--- src/sv/tcf_pkg.sv ---
// ----------------------------------------------------------------------------
// tcf_pkg: shared types and constants of the telnet command filter
// Telnet command codes, parser state and request codes, and the record that
// carries one parsed item from the parser to the output sequencer.
// ----------------------------------------------------------------------------
package tcf_pkg;

  localparam logic [7:0] TN_IAC  = 8'd255;
  localparam logic [7:0] TN_DONT = 8'd254;
  localparam logic [7:0] TN_DO   = 8'd253;
  localparam logic [7:0] TN_WONT = 8'd252;
  localparam logic [7:0] TN_WILL = 8'd251;
  localparam logic [7:0] TN_SB   = 8'd250;
  localparam logic [7:0] TN_SE   = 8'd240;

  // Beats produced by one received byte.
  localparam logic [1:0] BEATS_NONE  = 2'd0;
  localparam logic [1:0] BEATS_DATA  = 2'd1;
  localparam logic [1:0] BEATS_REPLY = 2'd3;

  localparam logic DEST_CONSOLE = 1'b0;
  localparam logic DEST_NET     = 1'b1;

  typedef enum logic [4:0] {
    ST_DATA    = 5'b00001,
    ST_CMD     = 5'b00010,
    ST_OPT     = 5'b00100,
    ST_SUB     = 5'b01000,
    ST_SUB_IAC = 5'b10000
  } tcf_state_e;

  typedef enum logic [1:0] {
    REQ_NONE  = 2'd0,
    REQ_DO    = 2'd1,
    REQ_WILL  = 2'd2,
    REQ_QUIET = 2'd3
  } tcf_req_e;

  // Parsed item: up to three beats, dest applies to all of them.
  typedef struct packed {
    logic [1:0] cnt;
    logic       dest;
    logic [7:0] b0;
    logic [7:0] b1;
    logic [7:0] b2;
  } tcf_item_t;

endpackage

--- src/sv/tcf_parser.sv ---
// ----------------------------------------------------------------------------
// tcf_parser: telnet command parser
// Decodes one registered byte against the parser state and builds the beats
// it causes; the state advances when the byte is consumed.
// ----------------------------------------------------------------------------
module tcf_parser
  import tcf_pkg::*;
(
  input  logic      clk_i,
  input  logic      rst_ni,
  input  logic      step_i,   // byte consumed this cycle
  input  logic [7:0] byte_i,
  output tcf_item_t item_o
);

  tcf_state_e state_q, state_d;
  tcf_req_e   req_q, req_d;

  always_comb begin
    state_d     = state_q;
    req_d       = req_q;
    item_o.cnt  = BEATS_NONE;
    item_o.dest = DEST_CONSOLE;
    item_o.b0   = byte_i;
    item_o.b1   = TN_WONT;
    item_o.b2   = byte_i;
    case (state_q)
      ST_CMD: begin
        if (byte_i == TN_IAC) begin
          item_o.cnt = BEATS_DATA;    // doubled IAC -> literal 255
          state_d    = ST_DATA;
        end else if (byte_i == TN_SB) begin
          state_d = ST_SUB;
        end else if (byte_i == TN_DO) begin
          req_d   = REQ_DO;
          state_d = ST_OPT;
        end else if (byte_i == TN_WILL) begin
          req_d   = REQ_WILL;
          state_d = ST_OPT;
        end else if (byte_i == TN_DONT || byte_i == TN_WONT) begin
          req_d   = REQ_QUIET;
          state_d = ST_OPT;
        end else begin
          state_d = ST_DATA;
        end
      end
      ST_OPT: begin
        item_o.dest = DEST_NET;
        item_o.b0   = TN_IAC;
        item_o.b1   = (req_q == REQ_WILL) ? TN_DONT : TN_WONT;
        if (req_q == REQ_DO || req_q == REQ_WILL) begin
          item_o.cnt = BEATS_REPLY;
        end
        req_d   = REQ_NONE;
        state_d = ST_DATA;
      end
      ST_SUB: begin
        if (byte_i == TN_IAC) begin
          state_d = ST_SUB_IAC;
        end
      end
      ST_SUB_IAC: begin
        state_d = (byte_i == TN_SE) ? ST_DATA : ST_SUB;
      end
      default: begin
        if (byte_i == TN_IAC) begin
          state_d = ST_CMD;
        end else begin
          item_o.cnt = BEATS_DATA;
          state_d    = ST_DATA;
        end
      end
    endcase
  end

  always_ff @(posedge clk_i or negedge rst_ni) begin
    if (!rst_ni) begin
      state_q <= ST_DATA;
      req_q   <= REQ_NONE;
    end else if (step_i) begin
      state_q <= state_d;
      req_q   <= req_d;
    end
  end

  // A pending request only lives while the option byte is awaited.
  assert property (@(posedge clk_i) disable iff (!rst_ni)
    (req_q != REQ_NONE) |-> (state_q == ST_OPT))
    else $error("tcf_parser: request pending outside option state");

  // Every option byte clears the request.
  assert property (@(posedge clk_i) disable iff (!rst_ni)
    (step_i && state_q == ST_OPT) |=> (req_q == REQ_NONE && state_q == ST_DATA))
    else $error("tcf_parser: option byte did not close the command");

  // State register stays one-hot.
  assert property (@(posedge clk_i) disable iff (!rst_ni)
    $onehot(state_q))
    else $error("tcf_parser: state register not one-hot");

endmodule

--- src/sv/tcf_out_seq.sv ---
// ----------------------------------------------------------------------------
// tcf_out_seq: result register and beat sequencer
// Holds one parsed item and plays its beats out on the master stream; a new
// item may load while it is empty or in the cycle the last beat leaves.
// ----------------------------------------------------------------------------
module tcf_out_seq
  import tcf_pkg::*;
(
  input  logic      clk_i,
  input  logic      rst_ni,
  input  logic      load_i,
  input  tcf_item_t item_i,
  output logic      free_o,   // may load this cycle
  output logic      m_tvalid_o,
  input  logic      m_tready_i,
  output logic [7:0] m_tdata_o,
  output logic      m_tuser_o,
  output logic      m_tlast_o
);

  logic [1:0] cnt_q, cnt_d;
  logic [1:0] idx_q, idx_d;
  logic       dest_q;
  logic [7:0] b0_q, b1_q, b2_q;
  logic       fire;

  assign m_tvalid_o = (cnt_q != BEATS_NONE);
  assign m_tlast_o  = (idx_q == cnt_q - 2'd1);
  assign m_tuser_o  = dest_q;
  assign fire       = m_tvalid_o && m_tready_i;
  assign free_o     = !m_tvalid_o || (fire && m_tlast_o);

  always_comb begin
    case (idx_q)
      2'd0:    m_tdata_o = b0_q;
      2'd1:    m_tdata_o = b1_q;
      default: m_tdata_o = b2_q;
    endcase
  end

  always_comb begin
    cnt_d = cnt_q;
    idx_d = idx_q;
    if (fire) begin
      if (m_tlast_o) begin
        cnt_d = BEATS_NONE;
        idx_d = 2'd0;
      end else begin
        idx_d = idx_q + 2'd1;
      end
    end
    if (load_i) begin
      cnt_d = item_i.cnt;
      idx_d = 2'd0;
    end
  end

  always_ff @(posedge clk_i or negedge rst_ni) begin
    if (!rst_ni) begin
      cnt_q <= BEATS_NONE;
      idx_q <= 2'd0;
    end else begin
      cnt_q <= cnt_d;
      idx_q <= idx_d;
    end
  end

  always_ff @(posedge clk_i) begin
    if (load_i) begin
      dest_q <= item_i.dest;
      b0_q   <= item_i.b0;
      b1_q   <= item_i.b1;
      b2_q   <= item_i.b2;
    end
  end

  assert property (@(posedge clk_i) disable iff (!rst_ni)
    m_tvalid_o |-> (idx_q < cnt_q))
    else $error("tcf_out_seq: beat index beyond item");

  assert property (@(posedge clk_i) disable iff (!rst_ni)
    (cnt_q == BEATS_NONE || cnt_q == BEATS_DATA || cnt_q == BEATS_REPLY))
    else $error("tcf_out_seq: illegal beat count");

  assert property (@(posedge clk_i) disable iff (!rst_ni)
    load_i |-> free_o)
    else $error("tcf_out_seq: load over an unfinished item");

endmodule

--- src/sv/telnet_command_filter.sv ---
// ----------------------------------------------------------------------------
// telnet_command_filter: telnet receive-side command filter
// Strips telnet commands from the received byte stream, passes data bytes to
// the console side and refuses option requests on the network side.
// ----------------------------------------------------------------------------
// Usage:
//   Slave stream s_axis_*: one received network byte per request.
//   Master stream m_axis_*: tdata carries the emitted byte, tuser says where
//   it goes (0 console data, 1 reply to network), tlast marks the final beat
//   caused by one received byte.
//   A plain data byte or a doubled IAC gives one console beat. IAC DO opt
//   gives the reply IAC WONT opt, IAC WILL opt gives IAC DONT opt, each as
//   three network beats. Other commands and subnegotiations give nothing.
//   Path: an accepted byte passes the input register, then the result
//   register, before its first output beat.
//   Throughput: one byte per cycle while each byte yields at most one beat
//   and the receiver does not stall; a three-beat reply holds the result
//   register until its last beat leaves: the rate limit of the output sequencer.
//   Reset: parser returns to the data state, both registers empty.
//   Receiver stall: the result register holds its beat, the input register
//   takes one more byte, then s_axis_tready_o drops until room appears.
// ----------------------------------------------------------------------------
module telnet_command_filter
  import tcf_pkg::*;
(
  input  logic       clk_i,
  input  logic       rst_ni,
  input  logic       s_axis_tvalid_i,
  output logic       s_axis_tready_o,
  input  logic [7:0] s_axis_tdata_i,   // [7:0] rx_byte
  output logic       m_axis_tvalid_o,
  input  logic       m_axis_tready_i,
  output logic [7:0] m_axis_tdata_o,   // [7:0] out_byte
  output logic       m_axis_tuser_o,   // [0] out_dest
  output logic       m_axis_tlast_o    // last
);

  // Input register.
  logic       in_vld_q, in_vld_d;
  logic [7:0] in_byte_q;

  tcf_item_t  item;
  logic       seq_free;
  logic       step;     // registered byte moves through the parser
  logic       load;     // and produced at least one beat

  assign step            = in_vld_q && seq_free;
  assign load            = step && (item.cnt != BEATS_NONE);
  assign s_axis_tready_o = !in_vld_q || step;

  always_comb begin
    in_vld_d = in_vld_q;
    if (step) begin
      in_vld_d = 1'b0;
    end
    if (s_axis_tvalid_i && s_axis_tready_o) begin
      in_vld_d = 1'b1;
    end
  end

  always_ff @(posedge clk_i or negedge rst_ni) begin
    if (!rst_ni) begin
      in_vld_q <= 1'b0;
    end else begin
      in_vld_q <= in_vld_d;
    end
  end

  always_ff @(posedge clk_i) begin
    if (s_axis_tvalid_i && s_axis_tready_o) begin
      in_byte_q <= s_axis_tdata_i;
    end
  end

  tcf_parser u_parser (
    .clk_i  (clk_i),
    .rst_ni (rst_ni),
    .step_i (step),
    .byte_i (in_byte_q),
    .item_o (item)
  );

  tcf_out_seq u_out_seq (
    .clk_i      (clk_i),
    .rst_ni     (rst_ni),
    .load_i     (load),
    .item_i     (item),
    .free_o     (seq_free),
    .m_tvalid_o (m_axis_tvalid_o),
    .m_tready_i (m_axis_tready_i),
    .m_tdata_o  (m_axis_tdata_o),
    .m_tuser_o  (m_axis_tuser_o),
    .m_tlast_o  (m_axis_tlast_o)
  );

endmodule

--- config.mk ---
export PLATFORM = sky130hd
export DESIGN_NAME = telnet_command_filter
export DESIGN_NICKNAME = d
export VERILOG_FILES = /design/src/sv/tcf_pkg.sv /design/src/sv/tcf_parser.sv /design/src/sv/tcf_out_seq.sv /design/src/sv/telnet_command_filter.sv
export SDC_FILE = /design/constraint.sdc
export NUM_CORES = 1
export LEC_CHECK = 0
export ABC_AREA = 1
export BUFFER_PORTS_ARGS = -buffer_cell sky130_fd_sc_hd__buf_4
export CORE_ASPECT_RATIO = 0.7
export CORE_MARGIN = 1
export CORE_UTILIZATION = 54
export CTS_BUF_LIST = sky130_fd_sc_hd__clkbuf_8
export CTS_CLUSTER_DIAMETER = 50
export CTS_CLUSTER_SIZE = 25
export DETAILED_ROUTE_END_ITERATION = 10
export HOLD_SLACK_MARGIN = 0.02
export PLACE_DENSITY = 0.78
export SYNTH_ARGS = -nofsm -noshare
export SYNTH_HDL_FRONTEND = slang
export SYNTH_SLANG_ARGS = --single-unit
--- constraint.sdc ---
create_clock -name clk_i -period 2 [get_ports clk_i]
set_clock_uncertainty 0.15 [all_clocks]
set_input_delay 0.1 -clock clk_i [delete_from_list [all_inputs] [get_ports clk_i]]
set_output_delay 0.1 -clock clk_i [all_outputs]
set_load 0.01 [all_outputs]
# After elaboration in Yosys (flattened, before gate mapping)
# Index checks and enable logic that the tools add are counted.
dict set report word_totals {
  reg_bits 45
  latch_bits 0
  mem_bits_rw 0
  rom_bits 0
  input_bits 12
  elab_cells 83
  memories 0
}
dict set report classes {
  n_addsub 2
  n_mul 0
  div_mod_pow 0
  n_lt_le_gt_ge 0
  eq_ne 19
  n_shift 0
  mux 30
  n_bitwise 0
  reduce_logical 22
}
# operator n
set ops {}
lappend ops {{$eq 8x8->1 const B} 7}
lappend ops {{$mux 2} 14}
lappend ops {{$mux 5} 4}
lappend ops {{$pmux 5 s4} 1}
lappend ops {{$mux 17} 1}
lappend ops {{$pmux 8 s2} 1}
lappend ops {{$reduce_bool 2->1} 6}
lappend ops {{$mux 3} 2}
lappend ops {{$pmux 2 s3} 1}
lappend ops {{$eq 5x2->1 const B} 1}
lappend ops {{$eq 5x3->1 const B} 1}
lappend ops {{$eq 5x4->1 const B} 1}
lappend ops {{$eq 5x5->1 const B} 1}
lappend ops {{$logic_and 1x1->1} 5}
lappend ops {{$reduce_and 5->1} 1}
lappend ops {{$eq 2x1->1 const B} 2}
lappend ops {{$logic_or 1x1->1} 4}
lappend ops {{$mux 1} 4}
lappend ops {{$mux 4} 1}
lappend ops {{$ne 2x2->1 const B} 2}
lappend ops {{$ne 4x1->1 const B} 1}
lappend ops {{$pmux 2 s2} 1}
lappend ops {{$reduce_and 2->1} 2}
lappend ops {{$add 2x1->2 const B} 1}
lappend ops {{other kinds (7)} 8}

# Logic depth before layout (Yosys ltp)
dict set report logic_depth {
  depth_word 8
  mapped_depth 11
}

# Hierarchy
# Synthesis repeated with hierarchy kept, for this count alone.
dict set report unflattened {
  hier_cells 235
  area_unflattened_um2 2354.8
}
# mod n_inst cells_each area_per_inst_um2
set by_module_without_submodules {}
lappend by_module_without_submodules {tcf_out_seq 1 90 1231.2}
lappend by_module_without_submodules {tcf_parser 1 127 823.3}
lappend by_module_without_submodules {telnet_command_filter 1 18 300.3}

# Worst setup path before layout
# Ideal clock, no wire load.
dict set report synth_path {
  kind {flip-flop to flip-flop}
  startpoint {reg u_out_seq.cnt_q[0]}
  endpoint {reg u_out_seq.b0_q[0] (enable)}
  setup_ns 0.335
  t_arrival_ns 1.469
  required_time_ns 1.515
  slack_ns 0.045
  stages_incl_launch_ff 10
  path_buffers 0
  cell_sequence {dfrtp_1 > inv_1 > ha_1 > inv_1 > nand2_1 > nand2_1 > nand3_2 > a21oi_4 > nand3_4 > inv_2}
}
dict set report synth_between {
  elab_chain_len 6
  word_cells_on_any_way 9
  classes_between {add/sub (1); eq/ne (1); reduce/logical (7)}
}
# element line_no
set synth_lines {}
lappend synth_lines {{start: declaration} tcf_out_seq.sv:21} ;# logic [1:0] cnt_q, cnt_d;
lappend synth_lines {{start signal: assignment} tcf_out_seq.sv:63} ;# cnt_q <= cnt_d;
lappend synth_lines {{$sub 2x1->2 / $reduce_bool 2->1 (equally long branches)} {tcf_out_seq.sv:28, tcf_out_seq.sv:27}}
lappend synth_lines {{$eq 2x2->1 / $logic_and 1x1->1 (equally long branches)} {tcf_out_seq.sv:28, tcf_out_seq.sv:30}}
lappend synth_lines {{$logic_and 1x1->1} tcf_out_seq.sv:31} ;# assign free_o = !m_tvalid_o || (fire && m_tlast_o);
lappend synth_lines {{$logic_or 1x1->1 (*)} tcf_out_seq.sv:31}
lappend synth_lines {{$logic_and 1x1->1 (*)} telnet_command_filter.sv:47} ;# assign step = in_vld_q && seq_free;
lappend synth_lines {{$logic_and 1x1->1 (*)} telnet_command_filter.sv:48} ;# assign load = step && (item.cnt != BEATS_NONE);
lappend synth_lines {{net load} telnet_command_filter.sv:45} ;# logic load;
lappend synth_lines {{end signal: assignment} tcf_out_seq.sv:71} ;# b0_q <= item_i.b0;
lappend synth_lines {{end: declaration} tcf_out_seq.sv:24} ;# logic [7:0] b0_q, b1_q, b2_q;
# The timed path passes the listed nets; every way through them passes the cells marked *.
# A chain may end at the register's enable or synchronous reset.

# Worst setup path after layout
dict set report layout_path {
  startpoint {reg u_out_seq.cnt_q[0]}
  endpoint {reg u_out_seq.b2_q[6] (enable)}
}
dict set report layout_between {
  elab_chain_len 6
  word_cells_on_any_way 9
  classes_between {add/sub (1); eq/ne (1); reduce/logical (7)}
}
# element line_no
set layout_lines {}
lappend layout_lines {{$sub 2x1->2 / $reduce_bool 2->1 (equally long branches)} {tcf_out_seq.sv:28, tcf_out_seq.sv:27}}
lappend layout_lines {{$eq 2x2->1 / $logic_and 1x1->1 (equally long branches)} {tcf_out_seq.sv:28, tcf_out_seq.sv:30}}
lappend layout_lines {{$logic_and 1x1->1} tcf_out_seq.sv:31}
lappend layout_lines {{$logic_or 1x1->1 (*)} tcf_out_seq.sv:31}
lappend layout_lines {{$logic_and 1x1->1 (*)} telnet_command_filter.sv:47}
lappend layout_lines {{$logic_and 1x1->1 (*)} telnet_command_filter.sv:48}
lappend layout_lines {{net load} telnet_command_filter.sv:45}
lappend layout_lines {{end signal: assignment} tcf_out_seq.sv:73} ;# b2_q <= item_i.b2;
lappend layout_lines {{end: declaration} tcf_out_seq.sv:24}
# Marked as above.

==> flow_summary.ini <==
[place]
dp.cells = 274
port_buffers = 23
pre_cts_ws_ns = 0.05347
place.gp.congestion = 0.8880
postPlaceCellArea_mm2 = 0.002162
place_hpwl_um = 2502

[synthesis]
syn_inst = 201
synth.avg_cell_area_um2 = 9.412
synth_seq_cells = 38
syn_nets = 217
yosysSeqAreaShare_pct = 57.21
ys_types = 25
netlist_area_mm2 = 0.001892
ys_warn_count = 0

[layout]
num_antenna_cells = 0
final_cell_area_mm2 = 0.002451
fillers = 233
area_growth_pct = 29.56
layout.cells.non_filler = 296
drive_above_1_share_pct = 28.92
final_nets = 264

[worst_setup_path]
crit_path_cell_trace = inv_2 > ha_4 > inv_2 > nand2_2 > nand2_2 > nand3_4 > a21oi_4 > nand3_4 > inv_6 > clkbuf_16
end_kind = flop
reg2reg_slack_ns = 0.04
worstPathMaxFanout = 5
critical_path_buf_inv_count = 4
cp-start-kind = flop
cp_top_family = flip-flops
rr_worst_depth = 10
cp.arrival_ns = 1.81
cp_slowest_cell = dfrtp_1
cpPeakStageDelay_ns = 0.40
r2r_start = u_out_seq.cnt_q[0]
required_ns = 1.85
r2r-end = u_out_seq.b2_q[6]
critPathKind = flop to flop

[die]
die_w_um = 72.75
num_rows = 17
die_y_um = 51.52
initial_core_util_pct = 58.51
dieArea_mm2 = 0.003748
coreArea_mm2 = 0.003233
ios = 24

[clock_tree]
path_clk_slew_ns = 0.07
cts_root_buf = clkbuf_8
cts-buffers-inserted = 5
numClockSinks = 38
tritoncts = built
clock_latency_ns = 0.28
h-tree-depth = 2
cts.path.max_buffers = 2

[timing]
setup_ws_ns = 0.04407
worst_pin_slew_ns = 0.3033
min_period_over_period_pct = 97.80
relSlewSlack_pct = 79.63
maxSlewViolCount = 0
setup_viol = 0
hold_viol_final = 0
period_needed_ns = 1.956
max_freq_mhz = 511.3

[min_path]
holdCritPathClass = input port to async pin

[status]
status = finished clean

[route]
routed_wl_um = 3669
drt_iter0_drc = 158
post_drt_wl_per_cell_um = 12.40
postRouteAntennaNets = 0
drc = 0
vias = 1486
firstDrtPassIters = 4
viasPerCell = 5.020

[global_route]
antenna_found_initial = 0
grt_pass1_wl_um = 5602
grt_pass1_vias = 1265
groute.usage.overall_pct = 20.72
gr-total-overflow = 0
grt_max_degree = 20

[power]
power_density_mw_per_mm2 = 1486
p_total_mw = 3.642
ir_worst_vdd_mv = 0.7550
p_leak_nw = 1.122

[job]
maxCapViolCount = 0
## per-stage QoR
| stage | hold WS (ns) | setup TNS, ns | util (%) |
|---|---|---|---|
| 3_3_place_gp | -0.2031 | 0 | 66.87 |
| 6_report | 0.03649 | 0 | 75.81 |
| 3_5_place_dp | -0.2027 | 0 | 66.87 |
| 2_1_floorplan | -0.3456 | 0 | - |
| 5_1_grt | 0.06170 | -0.2673 | 75.81 |
| 4_1_cts | 0.03561 | 0 | 72.45 |
## state kept, by name, summed over array words and instances (netlist names)
signal               count
u_out_seq.b0_q           8
u_parser.req_q           2
u_out_seq.b2_q           8
u_out_seq.m_tuser_o      1
u_parser.state_q         5
u_out_seq.idx_q          2
u_out_seq.cnt_q          2
u_out_seq.b1_q           1
in_byte_q                8
in_vld_q                 1
## how the worst max path moves through the flow
stage	startpoint	endpoint	slack [ns]	cells after the start
floorplan	u_out_seq.cnt_q[0]	u_out_seq.b0_q[0]	0.05	9
global placement	u_out_seq.cnt_q[0]	in_byte_q[4]	0.09	9
detailed placement	u_out_seq.cnt_q[0]	in_byte_q[4]	0.05	9
CTS	u_out_seq.idx_q[0]	m_axis_tdata_o[7]	0.03	6
global route	u_out_seq.cnt_q[0]	u_out_seq.b0_q[0]	-0.03	10
finish	u_out_seq.cnt_q[0]	u_out_seq.b2_q[6]	0.04	10
## layout make-up
type / instances / area [µm²] / share of cell area, %
clock buffer: 5 / 68.82 / 2.808
timing repair buffer: 41 / 384.1 / 15.67
clock inverter: 3 / 11.26 / 0.4594
tap: 47 / 58.81 / 2.399
inverter: 35 / 138.9 / 5.666
sequential: 38 / 1082 / 44.16
multi-input combinational: 127 / 706.9 / 28.84
## report_power, final
| part | total [mW] | leakage [nW] | internal, mW | switching [mW] |
|---|---|---|---|---|
| registers | 1.32 | 0.391 | 1.19 | 0.137 |
| clock network | 0.470 | 0.0519 | 0.232 | 0.238 |
| logic | 1.85 | 0.679 | 0.838 | 1.01 |
## Yosys cell counts, drive strengths merged
library cell  instances  area share (%)
ha                    4             2.6
nor3                  4             1.7
inv                  35             6.9
a21oi                 3             1.4
nand4                 3            0.99
a22oi                 1            0.40
o21ai                 8             2.5
or2                   4             1.3
o211ai                2            0.79
a22o                  1            0.46
dfrtp                11              15
nand2                56              12
nor2                 21             4.8
clkbuf                1            0.20
dfstp                 1             1.4
edfxtp               26              41
nand3                20             6.9
## logic make-up after synthesis
kind of cell,synth area share [%]
buffers and inverters,7.142
adders and majority gates,2.646
AOI/OAI and AO/OA,5.556
and+or+nand+nor,27.45
DFF,57.21
## per-layer routing
layer | part of all wire [%] | wire length [µm] | global-route usage [%] | vias up
met4 | 0.38 | 14 | 4.902 | 0
li1 | - | - | - | 747
met5 | 0 | 0 | 0 | -
met3 | 7.6 | 278 | 6.395 | 2
met1 | 47 | 1716 | 30.68 | 682
met2 | 45 | 1660 | 29.91 | 55
## repair_timing
action                                  in CTS  in global routing
buffers inserted                             0                  1
gates resized for setup                      0                 14
hold buffers                                10                  0
endpoints found under the setup margin       0                 38
endpoints found under the hold margin       21                  0
## layout by cell type (no fill, tap or decap), types with 3 or more instances in the layout
cell / n
o21ai_0: 6
or2_2: 4
nand4_1: 3
nand3_1: 17
nand3_4: 3
dfrtp_1: 11
clkbuf_8: 5
nand2_1: 48
edfxtp_1: 26
dlygate4sd3_1: 10
nor2_1: 15
inv_2: 6
inv_1: 30
buf_4: 27
nor3_1: 3
nand2_2: 8
nor2_2: 6
(Power assumes the default switching activity.)
